[config.mk]
export PLATFORM = sky130hd
export DESIGN_NAME = longest_prefix_route_lookup
export DESIGN_NICKNAME = d
export VERILOG_FILES = /design/src/lpr_pkg.sv /design/src/lpr_cell.sv /design/src/longest_prefix_route_lookup.sv
export SDC_FILE = /design/constraint.sdc
export NUM_CORES = 2
export LEC_CHECK = 0
export BUFFER_PORTS_ARGS = -buffer_cell sky130_fd_sc_hd__buf_2
export CAP_MARGIN = 20
export CORE_ASPECT_RATIO = 0.9
export CORE_MARGIN = 3
export CORE_UTILIZATION = 50
export CTS_CLUSTER_SIZE = 10
export DETAILED_ROUTE_END_ITERATION = 10
export PLACE_DENSITY_LB_ADDON = 0.05
export SLEW_MARGIN = 20
export SYNTH_ARGS = -nofsm -noshare
export SYNTH_HDL_FRONTEND = slang
export SYNTH_SLANG_ARGS = --single-unit
[constraint.sdc]
create_clock -name clk -period 159.9 [get_ports clk]
set_input_delay 31.98 -clock clk [delete_from_list [all_inputs] [get_ports clk]]
set_output_delay 31.98 -clock clk [all_outputs]
set_load 0.03 [all_outputs]
[src/lpr_pkg.sv]
`timescale 1ns / 1ps
`default_nettype none

package lpr_pkg;

	localparam int NUM_ROUTES_DEF = 16;
	// wide enough to count up to the largest table (511 routes)
	localparam int CNT_W = 9;
	localparam logic [5:0] MAX_PREFIX = 6'd32;

	localparam logic [2:0] ST_ADDED  = 3'd0;
	localparam logic [2:0] ST_FOUND  = 3'd1;
	localparam logic [2:0] ST_NONE   = 3'd2;
	localparam logic [2:0] ST_BADPFX = 3'd3;
	localparam logic [2:0] ST_FULL   = 3'd4;

	localparam logic ACT_ADD    = 1'b0;
	localparam logic ACT_LOOKUP = 1'b1;

	typedef enum logic [1:0] {
		OP_ADD,
		OP_LOOKUP,
		OP_BADPFX,
		OP_FULL
	} op_t;

	typedef struct packed {
		logic        action;
		logic [31:0] address;
		logic [5:0]  prefix_len;
		logic [15:0] route_metric;
		logic [7:0]  hop_tag;
	} req_t;

	typedef struct packed {
		logic [2:0]  status;
		logic [31:0] found_network;
		logic [5:0]  found_prefix;
		logic [15:0] found_metric;
		logic [7:0]  found_tag;
	} resp_t;

	// request travelling down the chain of route cells
	typedef struct packed {
		logic             valid;
		op_t              op;
		logic [CNT_W-1:0] slot;
		logic [31:0]      addr;
		logic [5:0]       pfx;
		logic [15:0]      cost;
		logic [7:0]       tag;
		logic             have;
		logic [31:0]      best_net;
		logic [5:0]       best_pfx;
		logic [15:0]      best_cost;
		logic [7:0]       best_tag;
	} chain_t;

	function automatic logic [31:0] prefix_mask(input logic [5:0] len);
		logic [31:0] m;
		m = '0;
		for (int b = 0; b < 32; b++) begin
			if (32 - b <= int'(len)) begin
				m[b] = 1'b1;
			end
		end
		return m;
	endfunction

endpackage

`default_nettype wire

[src/lpr_cell.sv]
`timescale 1ns / 1ps
`default_nettype none

module lpr_cell #(
	parameter int IDX = 0
) (
	input  wire logic           clk,
	input  wire logic           arst_n,
	input  wire logic           advance,
	input  wire lpr_pkg::chain_t chain_in,
	output lpr_pkg::chain_t     chain_out
);
	import lpr_pkg::*;

	localparam logic [CNT_W-1:0] IDX_C = CNT_W'(IDX);

	logic        valid_q;
	chain_t      chain_q;
	chain_t      nxt;
	logic [31:0] net_q;
	logic [5:0]  pfx_q;
	logic [15:0] cost_q;
	logic [7:0]  tag_q;
	logic        wr;
	logic        hit;
	logic        better;

	assign wr = advance && chain_in.valid && chain_in.op == OP_ADD && chain_in.slot == IDX_C;

	// route held here takes part only if it was stored before the lookup entered
	assign hit = chain_in.op == OP_LOOKUP && IDX_C < chain_in.slot
		&& ((chain_in.addr ^ net_q) & prefix_mask(pfx_q)) == 32'd0;
	assign better = !chain_in.have || pfx_q > chain_in.best_pfx
		|| (pfx_q == chain_in.best_pfx && cost_q < chain_in.best_cost);

	always_comb begin
		nxt = chain_in;
		if (hit && better) begin
			nxt.have      = 1'b1;
			nxt.best_net  = net_q;
			nxt.best_pfx  = pfx_q;
			nxt.best_cost = cost_q;
			nxt.best_tag  = tag_q;
		end
	end

	always_ff @(posedge clk or negedge arst_n) begin
		if (!arst_n) begin
			valid_q <= 1'b0;
		end else if (advance) begin
			valid_q <= chain_in.valid;
		end
	end

	always_ff @(posedge clk) begin
		if (advance) begin
			chain_q <= nxt;
		end
		if (wr) begin
			net_q  <= chain_in.addr;
			pfx_q  <= chain_in.pfx;
			cost_q <= chain_in.cost;
			tag_q  <= chain_in.tag;
		end
	end

	always_comb begin
		chain_out       = chain_q;
		chain_out.valid = valid_q;
	end

endmodule

`default_nettype wire

[src/longest_prefix_route_lookup.sv]
`timescale 1ns / 1ps
`default_nettype none
// a request passes the route cells in order, each cell registering it, before its response is valid
// throughput: one request per cycle; the whole cell chain stalls while a response waits
// adds and lookups pass the cells in order, so a lookup sees every earlier add
// reset (arst_n low, asynchronous): route count cleared and the chain emptied;
// stored routes are left as they are and are read only below the count

module longest_prefix_route_lookup #(
	parameter int NUM_ROUTES = lpr_pkg::NUM_ROUTES_DEF
) (
	input  wire logic          clk,
	input  wire logic          arst_n,
	input  wire logic          req_valid,
	output logic               req_ready,
	input  wire lpr_pkg::req_t req,
	output logic               resp_valid,
	input  wire logic          resp_ready,
	output lpr_pkg::resp_t     resp
);
	import lpr_pkg::*;

	localparam logic [CNT_W-1:0] FULL_C = CNT_W'(NUM_ROUTES);

	logic             advance;
	logic             accept;
	logic [CNT_W-1:0] count_q;
	chain_t           entry;
	chain_t           chain [NUM_ROUTES+1];
	chain_t           tail;

	// whole chain moves when the output stage is free or being emptied
	assign tail       = chain[NUM_ROUTES];
	assign advance    = !tail.valid || resp_ready;
	assign req_ready  = advance;
	assign accept     = req_valid && req_ready;
	assign resp_valid = tail.valid;

	// classify the request at the head; an add gets its slot from the route count,
	// a lookup carries the count so that cells above it stay out of the search
	always_comb begin
		entry           = '0;
		entry.valid     = req_valid;
		entry.addr      = req.address;
		entry.pfx       = req.prefix_len;
		entry.cost      = req.route_metric;
		entry.tag       = req.hop_tag;
		entry.slot      = count_q;
		if (req.action == ACT_LOOKUP) begin
			entry.op = OP_LOOKUP;
		end else if (req.prefix_len > MAX_PREFIX) begin
			entry.op = OP_BADPFX;
		end else if (count_q >= FULL_C) begin
			entry.op = OP_FULL;
		end else begin
			entry.op = OP_ADD;
		end
	end

	always_ff @(posedge clk or negedge arst_n) begin
		if (!arst_n) begin
			count_q <= '0;
		end else if (accept && entry.op == OP_ADD) begin
			count_q <= count_q + 1'b1;
		end
	end

	assign chain[0] = entry;

	// one cell per route, each holding its route and passing the request on
	for (genvar g = 0; g < NUM_ROUTES; g++) begin : g_cell
		lpr_cell #(
			.IDX(g)
		) u_cell (
			.clk      (clk),
			.arst_n   (arst_n),
			.advance  (advance),
			.chain_in (chain[g]),
			.chain_out(chain[g+1])
		);
	end

	// response built from the last cell
	always_comb begin
		resp = '0;
		unique case (tail.op)
			OP_ADD:    resp.status = ST_ADDED;
			OP_BADPFX: resp.status = ST_BADPFX;
			OP_FULL:   resp.status = ST_FULL;
			OP_LOOKUP: begin
				if (tail.have) begin
					resp.status        = ST_FOUND;
					resp.found_network = tail.best_net;
					resp.found_prefix  = tail.best_pfx;
					resp.found_metric  = tail.best_cost;
					resp.found_tag     = tail.best_tag;
				end else begin
					resp.status = ST_NONE;
				end
			end
			default:   resp.status = ST_NONE;
		endcase
	end

`ifndef SYNTHESIS
	// the route count never passes the table size
	a_count_bound: assert property (@(posedge clk) disable iff (!arst_n)
		count_q <= FULL_C)
		else $error("route count beyond table size");

	// the count moves only on an accepted add that found room
	a_count_step: assert property (@(posedge clk) disable iff (!arst_n)
		!(accept && entry.op == OP_ADD) |=> $stable(count_q))
		else $error("route count moved without an add");

	// a found route always has a legal prefix length
	a_found_prefix: assert property (@(posedge clk) disable iff (!arst_n)
		resp_valid && resp.status == ST_FOUND |-> resp.found_prefix <= MAX_PREFIX)
		else $error("found route with bad prefix");

	// a full or rejected add never writes a cell, so a full response means the table is full
	a_full_status: assert property (@(posedge clk) disable iff (!arst_n)
		resp_valid && resp.status == ST_FULL |-> count_q == FULL_C)
		else $error("full status with room in the table");
`endif

endmodule

`default_nettype wire
==> impl_metrics.py <==
metrics = {
    "status": {
        "status": "completed",
    },
    "clock_tree": {
        "postCtsSetupBuffers": 0,
        "cts.clk_slew.worst_paths_ns": 0.05,
        "cts_buffers": 359,
        "ctsResizeCount": 0,
        "clock-sinks": 3122,
        "cts_hold_buf": 0,
        "clockRootBuffer": "clkbuf_16",
        "cts_tree": "done",
        "clock_latency_ns": 0.86,
        "cts_buffer_depth": 4,
        "htreeDepth": 5,
    },
    "die": {
        "start_util_pct": 50.4,
        "die_area_um2": 259000,
        "design.core.area_um2": 251000,
        "die_y_um": 483,
        "pin_count": 134,
        "placementRows": 174,
        "die_w_um": 536,
    },
    "finish": {
        "final_nets": 8025,
        "multiInputGateArea_um2": 30500,
        "area_growth_pct": 11.4,
        "fin_cells": 11100,
        "regArea_um2": 93600,
        "n_fill_cell": 19300,
        "drive_gt1_share_pct": 19.6,
    },
    "timing": {
        "period_share_pct": 40.7,
        "max_slew_margin_pct": 17.4,
        "holdWs_ns": 0.402,
        "drv_slew": 0,
        "min_period_ns": 65.06,
        "finalSetupViolCount": 0,
        "rsz0062_at_grt": "no",
        "finalSetupTns_ns": 0,
        "tightest_slew_ns": 1.21,
        "hold_viol": 0,
        "clock_skew_ns": 0.0305,
        "clock.fmax_mhz": 15.4,
    },
    "pwr": {
        "cellLeakagePower_uw": 0.0509,
        "p_seq_share_pct": 56.8,
        "powerDensity_nw_per_um2": 18.3,
        "power.internal_uw": 1900,
        "power_uw": 2580,
        "ir_drop_v": 0.00000978,
        "power.share.clock_pct": 27.3,
        "p_comb_share_pct": 15.9,
        "swShare_pct": 26.5,
        "switchingPower_uw": 684,
    },
    "synth": {
        "yosys.area.top_type_share_pct": 73.6,
        "synth_cell_types": 83,
        "synth_top_area_cell": "edfxtp_1",
        "yosysSeqAreaShare_pct": 74.1,
        "yosysMostFrequentCell": "edfxtp_1",
        "synth-edff-count": 3097,
        "synth_warnings": 0,
        "ys_ff_latch": 3122,
        "async_flop_share_pct": 0.801,
        "synth_area_leaders": "edfxtp_1 (74%), mux2_2 (6.6%), ha_1 (3.1%)",
        "netlist_top_cells_count": "edfxtp_1 (3097), mux2_2 (745), inv_1 (363)",
        "ys.flop_type": "edfxtp_1",
        "syn-num-nets": 7676,
        "syn_area_um2": 126000,
        "avgSynthCellArea_um2": 17.3,
        "synthCells": 7292,
    },
    "routing": {
        "via_per_inst": 5.33,
        "routed_wl_mm": 248,
        "drc_errors": 0,
        "postRouteAntennaNets": 0,
        "wl_met3_mm": 7.23,
        "met2_length_mm": 123,
        "firstDrtPassIters": 5,
        "vias": 59200,
        "dr.first_iter.drc_count": 3498,
        "avgRoutedWirePerCell_um": 22.3,
        "top_layer": "met4",
        "wl_met1_mm": 105,
    },
    "run": {
        "drv_cap": 0,
    },
    "global_route": {
        "grt_use_total_pct": 19.2,
        "grt_remaining_overflow": 0,
        "grt_pass1_wl_mm": 381,
        "first_global_vias": 62100,
        "antenna_found_initial": 2,
        "grt_max_degree": 182,
    },
    "setup_path": {
        "crit_fanout": 20,
        "start_kind": "input port",
        "reg2reg_from": "g_cell[15].u_cell.valid_q",
        "rr_worst_depth": 9,
        "worstPathArrival_ns": 33.08,
        "crit_required_ns": 127.92,
        "worstSetupPathType": "in2out",
        "reg2reg_slack_ns": 154.33,
        "timing.rr.end": "g_cell[11].u_cell.cost_q[0]",
        "endpoint_kind": "output port",
    },
    "place": {
        "gp_congestion": 0.925,
        "io_buffers": 133,
        "place_inst": 10600,
        "dp.final_hpwl_mm": 178,
    },
    "min_path": {
        "min-delay-start": "count_q[5]",
        "min_to": "count_q[5]",
        "hold_class": "reg2reg",
        "whs_path_depth": 0,
    },
}
[logic make-up (layout without fill, tap and decap cells)]
| family | Yosys count | after routing | share of synthesized area (%) |
|---|---|---|---|
| AOI/OAI and AO/OA | 920 | 920 | 4.78 |
| xor gates and xnor gates | 514 | 514 | 3.56 |
| adders and majority gates | 330 | 330 | 3.24 |
| buffers and inverters | 593 | 1063 | 1.93 |
| DFF | 3122 | 3122 | 74.1 |
| muxes | 930 | 930 | 8.60 |
| other | 0 | 2 | 0 |
| and+or+nand+nor | 883 | 883 | 3.79 |
[worst max-delay path: stages]
cell and delay [ns]:
buf_2 0.11, nor2b_4 0.09, buf_4 0.38, inv_8 0.17, buf_2 0.28
[layout by cell type, fill, tap and decap left out, types with 27 or more instances in the layout]
cell and count:
nand2_1 185, nand4_1 65, inv_1 362, clkbuf_1 92
ha_1 317, nand3_1 46, mux2_1 44, a21oi_1 239
nor2_1 133, o22ai_1 44, and2_1 133, xor2_1 271
o211ai_1 30, mux2_2 745, nor4_1 38, mux2i_1 27
or4_1 31, buf_2 133, a31oi_1 36, xnor2_1 243
nand2b_1 30, edfxtp_1 3097, nor3_1 61, a21o_1 83
clkbuf_16 365, o21ai_0 204, buf_4 78, a211oi_1 36
mux2_4 114, nor2b_1 29
[sequential cells by signal (all words and copies together), names as in the netlist]
register	count
count_q	9
g_cell.u_cell.cost_q	256
g_cell.u_cell.chain_out	2105
g_cell.u_cell.net_q	512
g_cell.u_cell.pfx_q	96
g_cell.u_cell.valid_q	16
g_cell.u_cell.tag_q	128
[routing by layer]
metal  GRT usage [%]  up-vias
li1                -    28600
met1            24.4    28700
met2            32.7     1188
met3            2.48      603
met4            9.47        0
met5               0        -
[per-stage QoR]
stage | area (um^2) | setup slack [ns] | utilization, %
final | 141000 | 94.84 | 56.2
after floorplan | 126000 | 38.58 | -
after global routing | 141000 | 94.81 | 56.2
after detailed placement | 131000 | 94.85 | 52.3
after global placement | 131000 | 94.86 | 52.3
after CTS | 141000 | 94.85 | 56.2
[power groups by stage]
| stage | clock network, uW | logic [uW] | registers [uW] |
|---|---|---|---|
| after floorplan | 0 | 295 | 1730 |
| after global placement | 0 | 409 | 1480 |
| after detailed placement | 0 | 413 | 1490 |
| after CTS | 727 | 419 | 1480 |
| after global routing | 759 | 458 | 1510 |
| final | 704 | 411 | 1470 |
[area by class of cell]
cell class | instances | share of cell area (%)
sequential | 3122 | 66.5
multi-input combinational | 3577 | 21.6
clock buffer | 457 | 6.73
tap | 3344 | 2.97
timing repair buffer | 218 | 0.993
inverter | 363 | 0.973
clock inverter | 25 | 0.188
antenna | 2 | 0.00355
[worst max path at each step]
stage	cells past startpoint	end	from	slack [ns]
after floorplan	4	req_ready	resp_ready	38.58
after global placement	5	req_ready	resp_ready	94.86
after detailed placement	5	req_ready	resp_ready	94.85
after CTS	5	req_ready	resp_ready	94.85
after global routing	5	req_ready	resp_ready	94.81
final	5	req_ready	resp_ready	94.84
No activity file was read; power rests on OpenSTA's default activity.
